==> src/rtl/core/lhc_pkg.sv <==
`timescale 1ns / 1ps
`default_nettype none
// ----------------------------------------------------------------------------
// lhc_pkg
// Types and constants shared by the handle cache and its checker.
// ----------------------------------------------------------------------------
package lhc_pkg;

   localparam int ENTRIES  = 8;
   localparam int AGE_BITS = 16;
   localparam int IDX_W    = $clog2(ENTRIES);
   localparam int CNT_W    = $clog2(ENTRIES + 1);

   localparam logic REQ_LOOKUP = 1'b0;
   localparam logic REQ_INSERT = 1'b1;

   typedef logic [AGE_BITS-1:0] age_type;
   typedef logic [IDX_W-1:0]    idx_type;
   typedef logic [CNT_W-1:0]    cnt_type;
   typedef logic [2:0]          slot_type;

   localparam age_type AGE_MAX = '1;

   typedef struct packed {
      logic        req_type;
      logic [15:0] key;
      logic [31:0] handle;
   } lhc_req_type;

   typedef struct packed {
      logic        hit;
      logic [31:0] found_handle;
      logic        evicted;
      logic [31:0] evicted_handle;
      slot_type    slot;
   } lhc_rsp_type;

   // operands of one entry step
   typedef struct packed {
      logic        is_insert;
      logic        first;
      logic [15:0] req_key;
      logic [15:0] entry_key;
      age_type     entry_age;
      age_type     best_age;
   } lhc_step_in_type;

   typedef struct packed {
      logic    match;
      logic    older;
      age_type new_age;
   } lhc_step_out_type;

   typedef enum logic [1:0] {
      ST_IDLE,
      ST_WALK,
      ST_WRITE,
      ST_RESP
   } lhc_state_type;

endpackage

`default_nettype wire

==> src/rtl/core/lhc_entry_unit.sv <==
`timescale 1ns / 1ps
`default_nettype none
// ----------------------------------------------------------------------------
// lhc_entry_unit
// Shared compare and age unit: matches one entry's key, ranks its age
// against the oldest seen so far and produces its next age.
// ----------------------------------------------------------------------------
module lhc_entry_unit (
   input  wire lhc_pkg::lhc_step_in_type  step_in,
   output lhc_pkg::lhc_step_out_type      step_out
);

   lhc_pkg::age_type aged;

   always_comb begin
      // saturate at the top of the age range
      if (step_in.entry_age == lhc_pkg::AGE_MAX) begin
         aged = step_in.entry_age;
      end else begin
         aged = step_in.entry_age + lhc_pkg::age_type'(1);
      end

      step_out.match = (step_in.entry_key == step_in.req_key);
      // ties keep the earlier index
      step_out.older = step_in.first || (step_in.entry_age > step_in.best_age);

      if (!step_in.is_insert && step_out.match) begin
         step_out.new_age = '0;
      end else begin
         step_out.new_age = aged;
      end
   end

endmodule

`default_nettype wire

==> src/rtl/core/lru_handle_cache.sv <==
`timescale 1ns / 1ps
`default_nettype none
// ----------------------------------------------------------------------------
// lru_handle_cache
// Fully associative key-to-handle cache with least-recently-used
// replacement by saturating per-entry age counters.
// ----------------------------------------------------------------------------
//  channel   ports                     handshake
//  request   start, busy, req_data     taken when start & !busy
//  response  rsp_valid, rsp_data       one-cycle strobe, no back-pressure
//
//  A transaction passes through accept, a walk over the filled entries
//  one at a time through the shared compare/age unit (a full table holds 8),
//  a drain of the read register when the table is not empty, a table write
//  for an insert only, and the response strobe.
//  busy stays high from acceptance until the response strobe has gone.
//  Synchronous reset empties the table; entries are never cleared.
// ----------------------------------------------------------------------------
module lru_handle_cache (
   input  wire                        clock,
   input  wire                        reset,
   input  wire                        start,
   output logic                       busy,
   input  wire lhc_pkg::lhc_req_type  req_data,
   output logic                       rsp_valid,
   output lhc_pkg::lhc_rsp_type       rsp_data
);

   // table storage
   logic [15:0]      key_mem    [lhc_pkg::ENTRIES];
   logic [31:0]      handle_mem [lhc_pkg::ENTRIES];
   lhc_pkg::age_type age_mem    [lhc_pkg::ENTRIES];

   lhc_pkg::lhc_state_type state_ff, state_in;

   lhc_pkg::lhc_req_type req_ff;
   lhc_pkg::cnt_type     fill_ff;
   lhc_pkg::cnt_type     rd_ptr_ff;
   logic                 pipe_vld_ff;
   lhc_pkg::idx_type     pipe_idx_ff;
   logic [15:0]          key_rd_ff;
   logic [31:0]          handle_rd_ff;
   lhc_pkg::age_type     age_rd_ff;
   logic                 hit_ff;
   logic [31:0]          found_ff;
   lhc_pkg::idx_type     slot_ff;
   lhc_pkg::age_type     best_age_ff;
   lhc_pkg::idx_type     best_idx_ff;
   logic [31:0]          best_handle_ff;
   lhc_pkg::lhc_rsp_type rsp_ff;

   logic                 accept;
   logic                 issue;
   logic                 walk_done;
   logic                 is_insert;
   logic                 full;
   lhc_pkg::idx_type     rd_idx;
   lhc_pkg::idx_type     wr_idx;

   lhc_pkg::lhc_step_in_type  step_in;
   lhc_pkg::lhc_step_out_type step_out;

   lhc_entry_unit u_entry_unit (
      .step_in  (step_in),
      .step_out (step_out)
   );

   assign is_insert = (req_ff.req_type == lhc_pkg::REQ_INSERT);
   assign full      = (fill_ff == lhc_pkg::cnt_type'(lhc_pkg::ENTRIES));
   assign rd_idx    = rd_ptr_ff[lhc_pkg::IDX_W-1:0];
   assign wr_idx    = full ? best_idx_ff : fill_ff[lhc_pkg::IDX_W-1:0];

   always_comb begin
      step_in.is_insert = is_insert;
      step_in.first     = (pipe_idx_ff == '0);
      step_in.req_key   = req_ff.key;
      step_in.entry_key = key_rd_ff;
      step_in.entry_age = age_rd_ff;
      step_in.best_age  = best_age_ff;
   end

   // next state
   always_comb begin
      state_in = state_ff;
      unique case (state_ff)
         lhc_pkg::ST_IDLE: begin
            if (start) begin
               state_in = lhc_pkg::ST_WALK;
            end
         end
         lhc_pkg::ST_WALK: begin
            if (walk_done) begin
               state_in = is_insert ? lhc_pkg::ST_WRITE : lhc_pkg::ST_RESP;
            end
         end
         lhc_pkg::ST_WRITE: begin
            state_in = lhc_pkg::ST_RESP;
         end
         lhc_pkg::ST_RESP: begin
            state_in = lhc_pkg::ST_IDLE;
         end
         default: begin
            state_in = lhc_pkg::ST_IDLE;
         end
      endcase
   end

   // state outputs
   always_comb begin
      busy      = (state_ff != lhc_pkg::ST_IDLE);
      rsp_valid = (state_ff == lhc_pkg::ST_RESP);
      accept    = (state_ff == lhc_pkg::ST_IDLE) && start;
      issue     = (state_ff == lhc_pkg::ST_WALK) && (rd_ptr_ff < fill_ff);
      walk_done = (state_ff == lhc_pkg::ST_WALK) && !issue && !pipe_vld_ff;
   end

   assign rsp_data = rsp_ff;

   always_ff @(posedge clock) begin
      if (reset) begin
         state_ff    <= lhc_pkg::ST_IDLE;
         fill_ff     <= '0;
         pipe_vld_ff <= 1'b0;
      end else begin
         state_ff    <= state_in;
         pipe_vld_ff <= issue;
         if ((state_ff == lhc_pkg::ST_WRITE) && !full) begin
            fill_ff <= fill_ff + lhc_pkg::cnt_type'(1);
         end
      end
   end

   // datapath
   always_ff @(posedge clock) begin
      if (accept) begin
         req_ff    <= req_data;
         rd_ptr_ff <= '0;
         hit_ff    <= 1'b0;
         found_ff  <= '0;
         slot_ff   <= '0;
      end

      // read stage: fetch one entry a cycle
      if (issue) begin
         rd_ptr_ff    <= rd_ptr_ff + lhc_pkg::cnt_type'(1);
         pipe_idx_ff  <= rd_idx;
         key_rd_ff    <= key_mem[rd_idx];
         handle_rd_ff <= handle_mem[rd_idx];
         age_rd_ff    <= age_mem[rd_idx];
      end

      // evaluate stage: update age, track hit and oldest entry
      if (pipe_vld_ff) begin
         age_mem[pipe_idx_ff] <= step_out.new_age;
         if (!is_insert && step_out.match) begin
            hit_ff   <= 1'b1;
            found_ff <= handle_rd_ff;
            slot_ff  <= pipe_idx_ff;
         end
         if (is_insert && step_out.older) begin
            best_age_ff    <= age_rd_ff;
            best_idx_ff    <= pipe_idx_ff;
            best_handle_ff <= handle_rd_ff;
         end
      end

      if (walk_done && !is_insert) begin
         rsp_ff.hit            <= hit_ff;
         rsp_ff.found_handle   <= found_ff;
         rsp_ff.evicted        <= 1'b0;
         rsp_ff.evicted_handle <= '0;
         rsp_ff.slot           <= lhc_pkg::slot_type'(slot_ff);
      end

      if (state_ff == lhc_pkg::ST_WRITE) begin
         key_mem[wr_idx]       <= req_ff.key;
         handle_mem[wr_idx]    <= req_ff.handle;
         age_mem[wr_idx]       <= '0;
         rsp_ff.hit            <= 1'b0;
         rsp_ff.found_handle   <= '0;
         rsp_ff.evicted        <= full;
         rsp_ff.evicted_handle <= full ? best_handle_ff : 32'd0;
         rsp_ff.slot           <= lhc_pkg::slot_type'(wr_idx);
      end
   end

endmodule

`default_nettype wire

==> config.mk <==
export PLATFORM = sky130hd
export DESIGN_NAME = lru_handle_cache
export DESIGN_NICKNAME = d
export VERILOG_FILES = /design/src/rtl/core/lhc_pkg.sv /design/src/rtl/core/lhc_entry_unit.sv /design/src/rtl/core/lru_handle_cache.sv
export SDC_FILE = /design/constraint.sdc
export NUM_CORES = 1
export LEC_CHECK = 0
export ABC_AREA = 1
export BUFFER_PORTS_ARGS = -buffer_cell sky130_fd_sc_hd__buf_4
export CORE_MARGIN = 1.5
export CORE_UTILIZATION = 55
export CTS_BUF_LIST = sky130_fd_sc_hd__clkbuf_16
export DETAILED_ROUTE_END_ITERATION = 16
export GPL_TIMING_DRIVEN = 0
export PLACE_DENSITY = 0.8
export SETUP_SLACK_MARGIN = 0.4
export SLEW_MARGIN = 20
export SYNTH_ARGS = -nofsm -noshare
export SYNTH_HDL_FRONTEND = slang
export SYNTH_HIERARCHICAL = 1
export SYNTH_SLANG_ARGS = --single-unit
==> constraint.sdc <==
create_clock -name clock -period 4.9 [get_ports clock]
set_clock_uncertainty 0.2 [all_clocks]
set_input_delay 0.735 -clock clock [delete_from_list [all_inputs] [get_ports clock]]
set_output_delay 0.735 -clock clock [all_outputs]
set_load 0.005 [all_outputs]
# Yosys cells after proc, flatten, opt, wreduce, memory -nomap -nowiden
# Memories as Yosys holds them, arrays and structs flattened. A register that Yosys moved wholly into a read port is not among the register bits.
# Index checks and enable logic that the tools add are counted.
op_classes:
  add_sub_neg: 3
  n_reduce_logical: 20
  order_cmp: 2
  n_eq_ne: 8
  mux: 25
ops:
  columns: ["operator", "n"]
  rows:
  - ["2-to-1 mux 32 bit", 4]
  - ["2-to-1 mux 36 bit", 2]
  - ["2-to-1 mux 16 bit", 2]
  - ["adder 16 x 1 -> 16 bit, second input constant", 1]
  - ["equality test 16 bit", 1]
  - ["equality test 16 bit, second input constant", 1]
  - ["greater-than comparator 16 bit", 1]
  - ["2-to-1 mux 3 bit", 4]
  - ["adder 4 x 1 -> 4 bit, second input constant", 2]
  - ["logical AND 1 bit", 8]
  - ["2-to-1 mux 1 bit", 8]
  - ["2-to-1 mux 4 bit", 2]
  - ["one-hot mux 2 bit (4 select lines)", 1]
  - ["nonzero test 2 bit", 3]
  - ["equality test 2 bit, second input constant", 2]
  - ["equality test 4 bit, second input constant", 1]
  - ["logical NOT 1 bit", 4]
  - ["< comparator 4 bit", 1]
  - ["2-to-1 mux 2 bit", 2]
  - ["inequality test 2 bit, second input constant", 2]
  - ["AND reduction 2 bit", 2]
  - ["logical NOT 3 bit", 1]
  - ["equality test 2 x 1 -> 1 bit, second input constant", 1]
  - ["logical NOT 2 bit", 1]
  - ["logical OR 1 bit", 1]
word_totals:
  word_cells: 80
  ramBits: 512
  n_memories: 3
  ff_bits: 219
  in_bits: 52
memory_table:
  columns: ["name", "words", "word_bits", "read_ports", "rd_clocked_by_memory_dff", "write_ports", "line_no", "source"]
  rows:
  - ["handle_mem", 8, 32, 1, 1, 1, "lru_handle_cache.sv:31", "logic [31:0] handle_mem [lhc_pkg::ENTRIES];"]
  - ["age_mem", 8, 16, 1, 1, 2, "lru_handle_cache.sv:32", "lhc_pkg::age_type age_mem [lhc_pkg::ENTRIES];"]
  - ["key_mem", 8, 16, 1, 1, 1, "lru_handle_cache.sv:30", "logic [15:0] key_mem [lhc_pkg::ENTRIES];"]

# Logic depth before layout (Yosys ltp)
depth:
  depth_word: 8
  mapped_depth: 15
  mapped_depth_nobuf: 15

# Cells and area by module
# The synthesis kept the hierarchy.
modules_own_cells:
  columns: ["module", "n_inst", "cells_per_inst", "seq_area_each_um2", "area_per_inst_um2"]
  rows:
  - ["lru_handle_cache", 1, 2572, 21830.9, 30590.6]
  - ["lhc_entry_unit", 1, 269, 0.0, 1377.6]

# Worst setup path before layout
# No wires, ideal clock.
synth_path:
  kind: "register -> register"
  startpoint: "register fill_ff[3]"
  endpoint: "register rd_ptr_ff[0] (enable)"
  required_ps: 4377
  path_stages_with_launch: 8
  setup_time_ps: 323
  setup_slack_ps: -234
  synth_period_minus_slack_ps: 5134
  arrival_ps: 4611
  path_cell_list: "dfxtp_1 > inv_1 > ha_1 > a21oi_1 > nand2_2 > nor2_1 > inv_1 > nand2_1"
synth_between:
  elab_chain_len: 3
synth_rtl:
  columns: ["item", "line_no", "source"]
  rows:
  - ["from (decl)", "lru_handle_cache.sv:37", "lhc_pkg::cnt_type fill_ff;"]
  - ["from (signal assigned)", "lru_handle_cache.sv:128", "fill_ff <= fill_ff + lhc_pkg::cnt_type'(1);"]
  - ["< comparator 4 bit", "lru_handle_cache.sv:113", "issue = (state_ff == lhc_pkg::ST_WALK) && (rd_ptr_ff < fill_ff);"]
  - ["logical AND 1 bit", "lru_handle_cache.sv:113", null]
  - ["named net issue", "lru_handle_cache.sv:53", "logic issue;"]
  - ["nonzero test 2 bit (no line)", null, null]
  - ["to (signal assigned)", "lru_handle_cache.sv:145", "rd_ptr_ff <= rd_ptr_ff + lhc_pkg::cnt_type'(1);"]
  - ["to (decl)", "lru_handle_cache.sv:38", "lhc_pkg::cnt_type rd_ptr_ff;"]
# The timed path passes the listed nets, and every way through them passes these cells.
# A chain may end at the register's enable or synchronous reset.

# Final worst setup path
layout_path:
  startpoint: "register state_ff[0]"
  endpoint: "register rsp_ff, in the netlist rsp_data[1] (enable)"
layout_between:
  elab_chain_len: 7
  elab_cells_between_ends: 8
  classes_between: "eq/ne (2); reduce/logical (6)"
layout_rtl:
  columns: ["item", "line_no", "source"]
  rows:
  - ["from (decl)", "lru_handle_cache.sv:34", "lhc_pkg::lhc_state_type state_ff, state_in;"]
  - ["from (signal assigned)", "lru_handle_cache.sv:121", "state_ff <= lhc_pkg::ST_IDLE;"]
  - ["from (signal assigned)", "lru_handle_cache.sv:125", "state_ff <= state_in;"]
  - ["equality test 2 x 1 -> 1 bit", "lru_handle_cache.sv:113, lru_handle_cache.sv:114", null]
  - ["logical AND 1 bit", "lru_handle_cache.sv:113", null]
  - ["logical NOT 1 bit", "lru_handle_cache.sv:114", "walk_done = (state_ff == lhc_pkg::ST_WALK) && !issue && !pipe_vld_ff;"]
  - ["logical AND 1 bit (2 in a row)", "lru_handle_cache.sv:114", null]
  - ["logical AND 1 bit", "lru_handle_cache.sv:167", "if (walk_done && !is_insert) begin"]
  - ["nonzero test 2 bit (no line) (*)", null, null]
  - ["to (decl)", "lru_handle_cache.sv:50", "lhc_pkg::lhc_rsp_type rsp_ff;"]
# Every way passes the cells marked *; elsewhere a longest branch is shown, timed or not.

==> PnR_summary.wiki <==
{| class="wikitable"
! Metric !! Value
|-
| Number of buffers inserted by hold repair at cts || 0
|-
| Post-synth ARST share || 0
|-
| Cell count of the worst hold path || 1
|-
| Final number of setup-violating endpoints || 0
|-
| Post-CTS clock slew at the launch and capture registers of the worst setup and hold paths || 0.06 ns
|-
| Minimum setup slack among reg-to-reg paths || 1.73 ns
|-
| Share of layout cells above drive strength 1 || 0.128
|-
| Total track usage || 0.276
|-
| Via density per instance || 5.95
|-
| Source of the worst register-to-register timing path || state_ff[0]$_SDFFE_PP0P_
|-
| Core region area || 0.0576 mm2
|-
| Horizontal die dimension || 244 um
|-
| Post-placement worst setup slack || 1.69 ns
|-
| Crit path capture type || flip-flop
|-
| Slowest cell on the critical path || sky130_fd_sc_hd__nand2_2
|-
| Post-synth cell types || 44
|-
| Remaining antenna violation count || 0
|-
| Remaining Overflow, GRT || 0
|-
| Data arrival time at the worst-slack endpoint || 3.14 ns
|-
| Initial Util || 0.555
|-
| Leading cell type in the layout, fill and taps excluded || sky130_fd_sc_hd__edfxtp_1
|-
| Number of violations of the max-capacitance limit || 0
|-
| Aggregate negative setup slack || 0 ns
|-
| Worst-path fanout max || 36
|-
| Cell at the root of the clock tree || sky130_fd_sc_hd__clkbuf_16
|-
| Outcome || completed
|-
| Antenna violations before repair || 4
|-
| Max-slew violations || 0
|-
| Synth Flop Type || sky130_fd_sc_hd__edfxtp_1
|-
| Count of flip-flops with a built-in enable after synthesis || 591
|-
| Maximum clock rate || 315 MHz
|-
| # rows || 88
|-
| Minimum setup slack in the final design || 1.73 ns
|-
| Final cell count without fillers || 3879
|-
| Kind of start point of the critical path || flip-flop
|-
| Number of cells on the worst reg-to-reg path || 6
|-
| Sinks on Clock Net || 795
|-
| Classification of the worst-slack hold path || in2reg
|-
| Wire length per cell || 21.5 um
|-
| Cell taking the most area after synthesis || sky130_fd_sc_hd__edfxtp_1
|-
| Instance count after placement with tap cells included || 3733
|-
| Leakage power total || 13.6 nW
|-
| Pin count of the biggest net entering global routing || 58
|-
| Number of clock buffers inserted by TritonCTS || 78
|-
| Post-cts repair resize count || 0
|-
| Area of the mapped netlist || 0.0320 mm2
|-
| Buffers on Ports || 122
|-
| Die height || 244 um
|-
| Worst VDD drop || 0.310 mV
|-
| Synth top area share || 0.555
|-
| Number of DRC markers in iteration 0 || 2793
|-
| Leading post-synthesis cells by cell area || sky130_fd_sc_hd__edfxtp_1, sky130_fd_sc_hd__dfxtp_1, sky130_fd_sc_hd__nor2_1
|-
| Unrepaired setup endpoints after global routing || no
|-
| Capture endpoint of the worst hold path || req_ff[36]$_DFFE_PP_
|-
| Buffer levels on the longest clock path || 3
|-
| Longest individual stage delay on the worst path || 0.62 ns
|-
| Placer's final routability congestion estimate || 0.910
|-
| Depth of the CTS H-tree || 3
|-
| Startpoint of the worst setup timing path || state_ff[0]$_SDFFE_PP0P_
|-
| Synthesis-to-finish area growth || 14.2%
|-
| Number of nets in the layout || 3128
|-
| Period utilisation layout || 0.647
|-
| Required time of the worst setup path || 4.87 ns
|-
| Total wire length || 83.5 mm
|-
| Final critical path time including I/O delays and setup || 3.17 ns
|-
| Layout Utilization || 0.634
|-
| Final-layout worst hold slack || 0.0820 ns
|-
| Final number of hold-violating endpoints || 0
|-
| Tightest Pin Transition || 0.877 ns
|-
| Power per standard cell area || 564 mW/mm2
|-
| Start-to-end type of the worst setup path || reg2reg
|-
| Skew-Pair Late Insertion Delay || 0.63 ns
|-
| Most frequent cells in the layout || sky130_fd_sc_hd__edfxtp_1, sky130_fd_sc_hd__nor2_1, sky130_fd_sc_hd__nand2_1
|-
| Beginning of the worst hold path || req_data[36]
|-
| Avg Synthesized Cell Area || 11.3 um2
|-
| Post-synthesis sequential area ratio || 0.683
|-
| Via count of the first global-routing pass || 22200
|-
| Critical path cell sequence || inv_1, ha_1, inv_1, clkbuf_1, clkbuf_1, nand2_2
|-
| Count of state elements after synthesis || 795
|-
| Total iterations of the first detailed-routing run || 6
|-
| Global-route wire length before repair || 126 mm
|-
| Detailed placement HPWL || 53.6 mm
|-
| Post-route DRC || 0
|-
| DR vias || 23071
|-
| TritonCTS clock tree || yes
|-
| Instance count of the mapped netlist || 2841
|-
| Total Die Area || 0.0596 mm2
|-
| Top-Level Pins || 123
|-
| Setup fix buffers added after clock tree synthesis || 0
|-
| Number of synthesis warnings || 6
|-
| Relative slew slack || 0.415
|-
| End of the worst register-to-register path || rsp_data[1]$_DFFE_PP_
|-
| Post-Synthesis Net Count || 2921
|}
[worst max-delay path: cells and delay by family (launching register included)]
| kind | cells | cell delay [ns] |
|---|---|---|
| adders and majority gates | 1 | 0.31 |
| buffers and inverters | 4 | 1.21 |
| DFF | 1 | 0.37 |
| and+or+nand+nor | 1 | 0.62 |
[sequential cells by signal, indices dropped and copies added, names as in the netlist]
signal and flops:
age_mem 128, age_rd_ff 16, best_age_ff 16, best_handle_ff 32, best_idx_ff 3, fill_ff 4, found_ff 32, handle_mem 256
handle_rd_ff 32, hit_ff 1, is_insert 1, key_mem 128, key_rd_ff 16, pipe_idx_ff 3, pipe_vld_ff 1, rd_ptr_ff 4
req_ff 48, rsp_data 69, slot_ff 3, state_ff 2
[per-layer routing]
| layer | global-route usage | vias to the layer above | routed length, um |
|---|---|---|---|
| met5 | 0 | - | 0 |
| met3 | 0.0527 | 198 | 9070 |
| met1 | 0.377 | 11103 | 32700 |
| met4 | 0.101 | 0 | 2540 |
| li1 | - | 10288 | - |
| met2 | 0.443 | 1482 | 39200 |
[report_power, final]
group	total, mW	leakage, nW	internal (mW)	switching (mW)
registers	9.16	7.05	8.54	0.619
clock network	5.87	1.31	3.33	2.54
logic	5.56	5.29	1.69	3.87
total	20.6	13.6	13.6	7.03
[kinds of logic (layout without fill, tap and decap cells)]
| family | Yosys count | count (layout) | share of synthesized area |
|---|---|---|---|
| adders and majority gates | 28 | 28 | 0.0110 |
| other | 0 | 2 | 0 |
| muxes | 16 | 16 | 0.00501 |
| xor gates and xnor gates | 13 | 13 | 0.00356 |
| and+or+nand+nor | 1126 | 1126 | 0.149 |
| AOI/OAI and AO/OA | 495 | 495 | 0.0973 |
| DFF | 795 | 795 | 0.683 |
| buffers and inverters | 368 | 639 | 0.0512 |
[stage by stage]
stage          instance area, um2  total power [mW]
2_1_floorplan               32000              12.3
3_3_place_gp                33800              14.3
3_5_place_dp                34000              14.6
4_1_cts                     36500              20.4
5_1_grt                     36500              21.4
6_report                    36500              20.6
[Yosys cell counts (2+ instances only)]
library cell and instances:
sky130_fd_sc_hd__nand2_4 3, sky130_fd_sc_hd__or2_2 2, sky130_fd_sc_hd__nand3b_1 2, sky130_fd_sc_hd__nand3_1 146, sky130_fd_sc_hd__o21ai_1 2, sky130_fd_sc_hd__buf_1 7
sky130_fd_sc_hd__mux2i_1 16, sky130_fd_sc_hd__nor2_4 4, sky130_fd_sc_hd__clkbuf_1 108, sky130_fd_sc_hd__o21ai_2 3, sky130_fd_sc_hd__edfxtp_1 591, sky130_fd_sc_hd__nand3_2 7
sky130_fd_sc_hd__a21oi_1 122, sky130_fd_sc_hd__buf_2 26, sky130_fd_sc_hd__nand2_2 5, sky130_fd_sc_hd__nand3_4 3, sky130_fd_sc_hd__nand2_1 431, sky130_fd_sc_hd__xnor2_1 3
sky130_fd_sc_hd__nor2_2 17, sky130_fd_sc_hd__inv_1 178, sky130_fd_sc_hd__o21ai_0 202, sky130_fd_sc_hd__buf_4 5, sky130_fd_sc_hd__xor2_1 10, sky130_fd_sc_hd__o32ai_1 128
sky130_fd_sc_hd__nor2_8 4, sky130_fd_sc_hd__or2_1 3, sky130_fd_sc_hd__nor3_1 3, sky130_fd_sc_hd__ha_1 28, sky130_fd_sc_hd__buf_6 19, sky130_fd_sc_hd__clkbuf_2 14
sky130_fd_sc_hd__nand4_1 19, sky130_fd_sc_hd__dfxtp_1 204, sky130_fd_sc_hd__nor2_1 473, sky130_fd_sc_hd__inv_2 6, sky130_fd_sc_hd__buf_8 2, sky130_fd_sc_hd__a21oi_2 36
sky130_fd_sc_hd__nor3_4 2
[worst max-delay path by stage]
stage | end | slack [ns]
2_1_floorplan | best_age_ff[0]$_DFFE_PP_ | 0.81
3_3_place_gp | best_handle_ff[25]$_DFFE_PP_ | -0.58
3_5_place_dp | rsp_data[0]$_DFFE_PP_ | 1.69
5_1_grt | rsp_data[6]$_SDFFCE_PN0P_ | 1.53
6_report | rsp_data[1]$_DFFE_PP_ | 1.73
4_1_cts | rsp_data[1]$_DFFE_PP_ | 1.68
[cell type report]
class                      count  area, um2
sequential                   795      21800
clock inverter                63        495
clock buffer                  81       2030
buffer                       182        933
inverter                     186        704
timing repair buffer         127       1030
tap                          765        957
multi-input combinational   1678       8520
antenna                        2       5.00
fill                        4107      21100
No activity file was read; power rests on OpenSTA's default activity.
